===== src/rtl/tx_frame_queue_top_macros.svh =====
// Assertion macros for the transmit frame queue.
// Expect clk_i and rst_ni in the scope of each use.
`ifndef TX_FRAME_QUEUE_TOP_MACROS_SVH
`define TX_FRAME_QUEUE_TOP_MACROS_SVH

// Implication checked at each rising edge out of reset.
`define TFQ_ASSERT_IMPLY(lbl, ante, cons, msg) \
  lbl: assert property (@(posedge clk_i) disable iff (!rst_ni) (ante) |-> (cons)) \
    else $error(msg);

// Condition that must never hold out of reset.
`define TFQ_ASSERT_NEVER(lbl, cond, msg) \
  lbl: assert property (@(posedge clk_i) disable iff (!rst_ni) !(cond)) \
    else $error(msg);

`endif


===== src/rtl/tfq_pkg.sv =====
// Shared types and constants of the transmit frame queue.
// No dependencies.
package tfq_pkg;

  localparam int unsigned QUEUE_DEPTH_DEF = 8;
  localparam int unsigned FRAME_BYTES_DEF = 64;
  localparam int unsigned CMD_FIFO_DEPTH  = 2;

  typedef enum logic [1:0] {
    KIND_APPEND  = 2'd0,
    KIND_POLL    = 2'd1,
    KIND_TX_DONE = 2'd2,
    KIND_NONE    = 2'd3
  } kind_e;

  typedef enum logic [1:0] {
    APP_NONE   = 2'd0,
    APP_ACCEPT = 2'd1,
    APP_REJECT = 2'd2,
    APP_DROP   = 2'd3
  } append_status_e;

  typedef enum logic [1:0] {
    OP_APPEND,
    OP_POLL,
    OP_TX_DONE,
    OP_NOP
  } op_e;

  typedef enum logic {
    BK_EXEC,
    BK_READ
  } back_state_e;

  typedef struct packed {
    logic [1:0] kind;
    logic [7:0] data_byte;
    logic       last_byte;
  } in_item_t;

  typedef struct packed {
    logic       tx_valid;
    logic [7:0] tx_byte;
    logic [1:0] append_status;
    logic       busy_res;
    logic       queue_empty;
  } out_item_t;

  typedef struct packed {
    op_e        op;
    logic [7:0] data;
    logic       last;
  } cmd_t;

  typedef struct packed {
    logic sending;
    logic ring_empty;
  } back_status_t;

endpackage


===== src/rtl/tfq_front.sv =====
// Input stage of the transmit frame queue: accept and classify items.
// Depends on tfq_pkg.
module tfq_front import tfq_pkg::*; (
  input  logic     clk_i,
  input  logic     rst_ni,
  input  logic     in_valid_i,
  output logic     in_stall_o,
  input  in_item_t in_i,
  output logic     cmd_valid_o,
  input  logic     cmd_stall_i,
  output cmd_t     cmd_o
);

  logic valid_q, valid_d;
  cmd_t cmd_q, cmd_d;
  op_e  op;
  logic accept;

  always_comb begin
    case (kind_e'(in_i.kind))
      KIND_APPEND:  op = OP_APPEND;
      KIND_POLL:    op = OP_POLL;
      KIND_TX_DONE: op = OP_TX_DONE;
      default:      op = OP_NOP;
    endcase
  end

  assign in_stall_o = valid_q && cmd_stall_i;
  assign accept     = in_valid_i && !in_stall_o;

  always_comb begin
    valid_d = valid_q && cmd_stall_i;
    cmd_d   = cmd_q;
    if (accept) begin
      valid_d    = 1'b1;
      cmd_d.op   = op;
      cmd_d.data = in_i.data_byte;
      cmd_d.last = in_i.last_byte;
    end
  end

  always_ff @(posedge clk_i or negedge rst_ni) begin
    if (!rst_ni) begin
      valid_q <= 1'b0;
    end else begin
      valid_q <= valid_d;
    end
  end

  always_ff @(posedge clk_i) begin
    cmd_q <= cmd_d;
  end

  assign cmd_valid_o = valid_q;
  assign cmd_o       = cmd_q;

endmodule


===== config.mk =====
export PLATFORM = sky130hd
export DESIGN_NAME = tfq_front
export DESIGN_NICKNAME = d
export VERILOG_FILES = /design/src/rtl/tx_frame_queue_top_macros.svh /design/src/rtl/tfq_pkg.sv /design/src/rtl/tfq_front.sv
export SDC_FILE = /design/constraint.sdc
export NUM_CORES = 1
export LEC_CHECK = 0
export BUFFER_PORTS_ARGS = -buffer_cell sky130_fd_sc_hd__buf_2
export CORE_AREA = 2 2 39 41
export CTS_BUF_LIST = sky130_fd_sc_hd__clkbuf_2 sky130_fd_sc_hd__clkbuf_4 sky130_fd_sc_hd__clkbuf_8
export DETAILED_ROUTE_END_ITERATION = 8
export DIE_AREA = 0 0 41 43
export PLACE_DENSITY = 0.59
export SYNTH_ARGS = -nofsm -noshare
export SYNTH_HDL_FRONTEND = slang
export SYNTH_SLANG_ARGS = --single-unit

===== constraint.sdc =====
create_clock -name clk_i -period 1.6 [get_ports clk_i]
set_input_delay 0 -clock clk_i [delete_from_list [all_inputs] [get_ports clk_i]]
set_output_delay 0 -clock clk_i [all_outputs]
set_load 0.05 [all_outputs]

==> results.toml <==
[status]
status = "completed"

[synthesis]
synth_warnings = 0
synth.distinct_cells = 6
synth_top_area_share_pct = 85.2
netlist_area_um2 = 388
syn_nets = 32
synth_top_area_cell = "edfxtp_1"
ys_seq_area_share_pct = 91.6
synthArstFlopShare_pct = 8.33
syn_inst = 17
syn_avg_cell_area_um2 = 22.8
synth.most_common_cell = "edfxtp_1"
synthTopCellsByArea = "edfxtp_1, dfrtp_1, a21boi_2"
synth_edf_count = 11
synth_common_cells = "edfxtp_1, clkbuf_1"
ys_seq_elements = 12
synthFlopType = "edfxtp_1"

[placement]
gp_congestion = 0.592
placed_cell_area_um2 = 536
portBuffers = 27

[critical_path]
startpoint = "cmd_valid_o"
r2r-start = "cmd_valid_o"
start_kind = "register"
arrival_ns = 1.42
crit_fanout = 4
cp-end-kind = "register"
critPathRequiredTime_ns = 1.75
path_class = "register to register"

[power]
clock_power_share_pct = 31.6
p_per_area_nw_per_um2 = 1040
swShare_pct = 25.5
peakVddDrop_mv = 0.445
p_seq_share_pct = 49.8
power_leakage_nw = 0.312
p_comb_share_pct = 18.7
power_switching_uw = 188
internal_power_uw = 551

[clock_tree]
cts.sinks = 12
cts_buffers = 3
cts_tree = "built"
path_clk_slew_ns = 0.07
clkLatencyLatePin_ns = 0.27
cts.htree.levels = 1
clk_path_buf_depth = 2
cts_resized = 0
post_cts_buffers = 0
cts_root_buf = "clkbuf_4"

[final_layout]
n_fill_cell = 118
drive_gt1_share_pct = 53.3
multiInputGateArea_um2 = 25.0
antennaDiodeCount = 0
nets = 76
syn2layout_area_growth_pct = 83.5
register_area_um2 = 355
fin_area_um2 = 712

[timing]
fmax_ghz = 0.787
worst_pin_slew_ns = 0.570
whs_ns = 0.0386
finalMaxSlewViolations = 0
relSlewSlack_pct = 61.8
clock_skew_ns = 0.00304
tns_ns = 0
period_minus_slack_ns = 1.27
setup_viol = 0
rsz0062_at_grt = "false"
final_hold_viol_count = 0
period_share_pct = 79.4

[die]
rows = 14
io_pins = 28
initial_core_util_pct = 28.0
core_area_um2 = 1380
dieArea_um2 = 1760
die_w_um = 41
die_h_um = 43

[global_routing]
grt_start_max_net_pins = 12
grt_pass1_wl_um = 1150
grt_pass1_vias = 288
antenna_found_initial = 0
grt-ovfl-total = 0
grt_use_total_pct = 10.8

[detailed_routing]
wl_um = 819
drt_iter0_drc = 0
viasPerCell = 3.93
drt-met1-wl_um = 316
via_count = 299
wl_met3_um = 131
antenna_left = 0
routedWlPerCell_um = 10.8
route.met2.wl_um = 358
drtPass1Iterations = 1
highest_layer = "met4"
drcViolationCount = 0

[job]
cap_violations = 0

[min_path]
hold_path.class = "input port to asynchronous set/reset pin"
## cell families after synthesis
| kind of cell | Yosys count | synth area share, % |
|---|---|---|
| DFF | 12 | 91.6 |
| AOI/OAI and AO/OA | 2 | 4.84 |
| buffers and inverters | 2 | 1.94 |
| and+or+nand+nor | 1 | 1.61 |
## cell usage in the layout, fill, tap and decap left out
| cell | count |
|---|---|
| buf_2 | 27 |
| dlygate4sd3_1 | 14 |
| edfxtp_1 | 11 |
| clkbuf_4 | 3 |
| and2_1 | 1 |
| a21boi_2 | 1 |
| a21o_1 | 1 |
| clkbuf_8 | 1 |
| dfrtp_1 | 1 |
## flip-flops by register name, summed over array words and instances (netlist names)
| signal | cells |
|---|---|
| cmd_o | 11 |
| cmd_valid_o | 1 |
## metrics by stage
step,util [%],power (mW),setup slack [ns],cells
floorplan,-,0.452,0.204,17
global placement,38.7,0.486,0.381,58
detailed placement,38.7,0.487,0.346,58
CTS,51.4,0.749,0.334,76
global route,51.4,0.780,0.284,76
finish,51.4,0.739,0.330,76
## worst max-delay path, cell delays in order (launching register included)
cell,delay (ns)
dfrtp_1,0.41
a21o_1,0.19
dlygate4sd3_1,0.55
## metal layers
layer  vias to the layer above  GRT usage, %
met5                         -             0
met4                         0          8.00
met3                         2          7.33
met2                        28          15.6
met1                       122          10.1
li1                        147             -
## area by class of cell
class / count / share of cell area, %
tap: 16 / 2.81
sequential: 12 / 49.9
multi-input combinational: 3 / 3.51
clock buffer: 4 / 5.10
timing repair buffer: 41 / 38.7
## what timing repair did
item / in CTS / in global routing
endpoints found under the hold margin: 13 / 0
setup endpoints to repair: 0 / 0
hold buffers: 14 / 0
## worst paths after layout
check	end	slack [ns]	depth (start not counted)
setup reg to reg	cmd_valid_o	0.33	2
hold / removal	cmd_valid_o	0.04	2
hold reg to reg	cmd_o[3]	0.77	1
max in group asynchronous	cmd_valid_o	1.48	2
setup / recovery	cmd_valid_o	0.33	2
min in group clk_i	cmd_o[3]	0.19	2
## power groups by stage
stage               Sequential (mW)  Clock [mW]  Combinational [mW]
floorplan                     0.435           0              0.0169
global placement              0.375           0               0.111
detailed placement            0.375           0               0.111
CTS                           0.368       0.243               0.138
global route                  0.370       0.265               0.146
finish                        0.368       0.233               0.138
Note: power is estimated with default switching activity, not from simulation.
