$ cat src/rtl/tx_frame_queue_top_macros.svh
// Assertion macros for the transmit frame queue.
// Expect clk_i and rst_ni in the scope of each use.
`ifndef TX_FRAME_QUEUE_TOP_MACROS_SVH
`define TX_FRAME_QUEUE_TOP_MACROS_SVH

// Implication checked at each rising edge out of reset.
`define TFQ_ASSERT_IMPLY(lbl, ante, cons, msg) \
  lbl: assert property (@(posedge clk_i) disable iff (!rst_ni) (ante) |-> (cons)) \
    else $error(msg);

// Condition that must never hold out of reset.
`define TFQ_ASSERT_NEVER(lbl, cond, msg) \
  lbl: assert property (@(posedge clk_i) disable iff (!rst_ni) !(cond)) \
    else $error(msg);

`endif

$ cat src/rtl/tfq_pkg.sv
// Shared types and constants of the transmit frame queue.
// No dependencies.
package tfq_pkg;

  localparam int unsigned QUEUE_DEPTH_DEF = 8;
  localparam int unsigned FRAME_BYTES_DEF = 64;
  localparam int unsigned CMD_FIFO_DEPTH  = 2;

  typedef enum logic [1:0] {
    KIND_APPEND  = 2'd0,
    KIND_POLL    = 2'd1,
    KIND_TX_DONE = 2'd2,
    KIND_NONE    = 2'd3
  } kind_e;

  typedef enum logic [1:0] {
    APP_NONE   = 2'd0,
    APP_ACCEPT = 2'd1,
    APP_REJECT = 2'd2,
    APP_DROP   = 2'd3
  } append_status_e;

  typedef enum logic [1:0] {
    OP_APPEND,
    OP_POLL,
    OP_TX_DONE,
    OP_NOP
  } op_e;

  typedef enum logic {
    BK_EXEC,
    BK_READ
  } back_state_e;

  typedef struct packed {
    logic [1:0] kind;
    logic [7:0] data_byte;
    logic       last_byte;
  } in_item_t;

  typedef struct packed {
    logic       tx_valid;
    logic [7:0] tx_byte;
    logic [1:0] append_status;
    logic       busy_res;
    logic       queue_empty;
  } out_item_t;

  typedef struct packed {
    op_e        op;
    logic [7:0] data;
    logic       last;
  } cmd_t;

  typedef struct packed {
    logic sending;
    logic ring_empty;
  } back_status_t;

endpackage

$ cat src/rtl/tfq_queue.sv
// Short command queue between the front and back of the frame queue.
// Depends on tfq_pkg.
module tfq_queue import tfq_pkg::*; (
  input  logic clk_i,
  input  logic rst_ni,
  input  logic wr_valid_i,
  output logic wr_stall_o,
  input  cmd_t wr_cmd_i,
  output logic rd_valid_o,
  input  logic rd_stall_i,
  output cmd_t rd_cmd_o
);

  localparam int unsigned PW = (CMD_FIFO_DEPTH > 1) ? $clog2(CMD_FIFO_DEPTH) : 1;
  localparam int unsigned CW = $clog2(CMD_FIFO_DEPTH + 1);

  cmd_t          entry_q [CMD_FIFO_DEPTH];
  logic [PW-1:0] wr_ptr_q, wr_ptr_d;
  logic [PW-1:0] rd_ptr_q, rd_ptr_d;
  logic [CW-1:0] count_q, count_d;
  logic          push, pop;

  function automatic logic [PW-1:0] ptr_next(input logic [PW-1:0] p);
    if (p == PW'(CMD_FIFO_DEPTH - 1)) begin
      return '0;
    end
    return p + 1'b1;
  endfunction

  assign wr_stall_o = (count_q == CW'(CMD_FIFO_DEPTH));
  assign rd_valid_o = (count_q != '0);
  assign rd_cmd_o   = entry_q[rd_ptr_q];
  assign push       = wr_valid_i && !wr_stall_o;
  assign pop        = rd_valid_o && !rd_stall_i;

  always_comb begin
    wr_ptr_d = push ? ptr_next(wr_ptr_q) : wr_ptr_q;
    rd_ptr_d = pop ? ptr_next(rd_ptr_q) : rd_ptr_q;
    count_d  = count_q;
    if (push && !pop) begin
      count_d = count_q + 1'b1;
    end else if (pop && !push) begin
      count_d = count_q - 1'b1;
    end
  end

  always_ff @(posedge clk_i or negedge rst_ni) begin
    if (!rst_ni) begin
      wr_ptr_q <= '0;
      rd_ptr_q <= '0;
      count_q  <= '0;
    end else begin
      wr_ptr_q <= wr_ptr_d;
      rd_ptr_q <= rd_ptr_d;
      count_q  <= count_d;
    end
  end

  always_ff @(posedge clk_i) begin
    if (push) begin
      entry_q[wr_ptr_q] <= wr_cmd_i;
    end
  end

endmodule

$ cat config.mk
export PLATFORM = sky130hd
export DESIGN_NAME = tfq_queue
export DESIGN_NICKNAME = d
export VERILOG_FILES = /design/src/rtl/tx_frame_queue_top_macros.svh /design/src/rtl/tfq_pkg.sv /design/src/rtl/tfq_queue.sv
export SDC_FILE = /design/constraint.sdc
export NUM_CORES = 1
export LEC_CHECK = 0
export BUFFER_PORTS_ARGS = -buffer_cell sky130_fd_sc_hd__buf_2
export CAP_MARGIN = 5
export CORE_ASPECT_RATIO = 0.8
export CORE_UTILIZATION = 49
export DETAILED_ROUTE_END_ITERATION = 10
export PLACE_DENSITY = 0.83
export RECOVER_POWER = 50
export SYNTH_ARGS = -nofsm -noshare
export SYNTH_HDL_FRONTEND = slang
export SYNTH_SLANG_ARGS = --single-unit
$ cat constraint.sdc
create_clock -name clk_i -period 1.9 [get_ports clk_i]
set_clock_uncertainty 0.1 [all_clocks]
set_input_delay 0 -clock clk_i [delete_from_list [all_inputs] [get_ports clk_i]]
set_output_delay 0 -clock clk_i [all_outputs]
set_load 0.02 [all_outputs]
==> impl_metrics.toml <==
[run_status]
outcome = "finished clean"

[route]
wl_met3_um = 73
drt-vias-per-instance = 4.69
postRouteAntennaNets = 0
wl_met1_um = 629
wl_per_cell_um = 13.5
drc = 0
drt_iter0_drc = 12
dr.pass1.iters = 3
met2_length_um = 944
finalWirelength_um = 1660
vias = 577
dr.max_layer_used = "met4"

[clock_tree]
max-clock-path-buffers = 2
htree_levels = 1
clk_root_buffer_cell = "clkbuf_4"
ctsResizeCount = 0
clock-sinks = 26
path_clk_slew_ns = 0.13
cts_tree = "yes"
cts_made_buffers = 3
cts_setup_buffers = 0
clk_latency_ns = 0.31

[sta]
fin_crit_sh_pct = 85.6
worst_slack_ns = 0.273
fin_tns_setup_ns = 0
period_needed_ns = 1.63
rsz0062_at_grt = "no"
slew_viol_final = 0
fmax_ghz = 0.615
hold_viol = 0
setup_violations = 0
slew_headroom_pct = 65.5
worstMarginPinSlew_ns = 0.517

[die]
pin_count = 28
placement_rows = 14
coreArea_um2 = 1910
fp.dieW_um = 52.7
die_h_um = 42.5
start_util_pct = 52.7
dieArea_um2 = 2240

[cells_and_area]
diodes = 0
finalNonFillerCells = 123
drive_above_1_share_pct = 34.3
layout_commonest_cell = "edfxtp_1"
layout_common_cells = "edfxtp_1 (22), buf_2 (17), dlygate4sd3_1 (15), mux2_2 (11), clkbuf_1 (10)"
nNetsFinal = 116
area_growth_pct = 32.8

[yosys]
synth_area_um2 = 1010
synth_cell_types = 14
yosysWarnings = 0
ys_ff_latch = 26
synth_nets = 69
yosysSeqAreaShare_pct = 75.6
synthCells = 53
synth.avg_cell_area_um2 = 19.0

[grt]
gr-total-overflow = 0
grt_max_degree = 15
grt_pass1_wl_um = 2570
grt_usage_pct = 17.3
grt_pass1_vias = 589
grt_antenna_before_repair = 0

[worst_setup_path]
crit_type = "reg2out"
cp_max_fo = 12
crit_path_start_kind = "flop"
crit_required_ns = 1.80
cp-end-kind = "output pin"
worstPathArrival_ns = 1.53

[placed_design]
port_buffers = 27
dp_hpwl_um = 1060
gp_congestion = 0.670
place_ws_ns = 0.342
place_inst = 104

[min_path]
worstHoldPathType = "in2reg"

[power]
irDropWorstVdd_uv = 857
power.leakage_nw = 0.525
powerDensity_nw_per_um2 = 1380

[job]
maxCapViolCount = 0
[metal layers]
layer / GRT usage, % / vias up
met5: 0 / -
met4: 6.32 / 0
met3: 5.43 / 2
met2: 32.2 / 17
met1: 17.6 / 272
li1: - / 286
[synth_stat cells, drive strengths merged]
master	instances	area share [%]
edfxtp	22	66
xnor2	3	2.6
xor2	2	1.7
and3	1	0.62
nand2	1	0.37
mux2	11	12
buf	1	1.1
or2	1	0.87
nand2b	2	2.0
inv	2	0.75
dfrtp	4	10
nor2	2	0.75
ha	1	1.2
[path summary, 6_finish.rpt]
| check | start | end | slack, ns | depth (start not counted) |
|---|---|---|---|---|
| min in group asynchronous | rst_ni | count_q[0]$_DFFE_PN0P_ | 0.50 | 3 |
| worst min-delay path | wr_cmd_i[4] | entry_q[1][4]$_DFFE_PP_ | 0.30 | 2 |
| worst max-delay path | rd_ptr_q$_DFFE_PN0P_ | rd_cmd_o[5] | 0.27 | 2 |
| max in group asynchronous | rst_ni | wr_ptr_q$_DFFE_PN0P_ | 1.04 | 3 |
| worst min register to register | count_q[1]$_DFFE_PN0P_ | count_q[1]$_DFFE_PN0P_ | 0.40 | 1 |
| worst max register to register | count_q[0]$_DFFE_PN0P_ | count_q[1]$_DFFE_PN0P_ | 0.30 | 7 |
[kinds of logic after synthesis]
| family | share of synthesized area [%] |
|---|---|
| and+or+nand+nor | 4.60 |
| adders and majority gates | 1.24 |
| xor gates and xnor gates | 4.35 |
| muxes | 12.3 |
| buffers and inverters | 1.87 |
| DFF | 75.6 |
[through the flow]
| stage | util, % | power (mW) | hold WS, ns | area (µm²) |
|---|---|---|---|---|
| 2_1_floorplan | - | 1.41 | -0.396 | 1010 |
| 3_3_place_gp | 61.1 | 1.57 | -0.294 | 1170 |
| 3_5_place_dp | 61.1 | 1.60 | -0.291 | 1170 |
| 4_1_cts | 70.9 | 1.89 | 0.288 | 1350 |
| 5_1_grt | 70.0 | 1.94 | 0.298 | 1340 |
| 6_report | 70.0 | 1.85 | 0.299 | 1340 |
[what timing repair did]
item	in CTS	in global routing
setup endpoints to repair	0	0
hold endpoints to repair	28	0
hold buffers	15	0
[worst max-delay path: stages (launching register included)]
cell and delay (ns):
dfrtp_1 0.66, mux2_2 0.40, buf_2 0.16
[power breakdown]
part / internal [mW] / switching, mW / total (mW)
Sequential: 0.793 / 0.100 / 0.893
Combinational: 0.306 / 0.384 / 0.689
Clock: 0.117 / 0.147 / 0.264
[cell type report]
cell class / count / area, µm²
clock buffer: 4 / 36.3
fill: 134 / 573
inverter: 2 / 7.51
multi-input combinational: 24 / 224
sequential: 26 / 761
tap: 24 / 30.0
timing repair buffer: 43 / 278
[flip-flops by register name, summed over array words and instances, names as in the netlist]
name and flops:
count_q 2, entry_q 22, rd_ptr_q 1, wr_ptr_q 1
No activity file was read; power rests on OpenSTA's default activity.
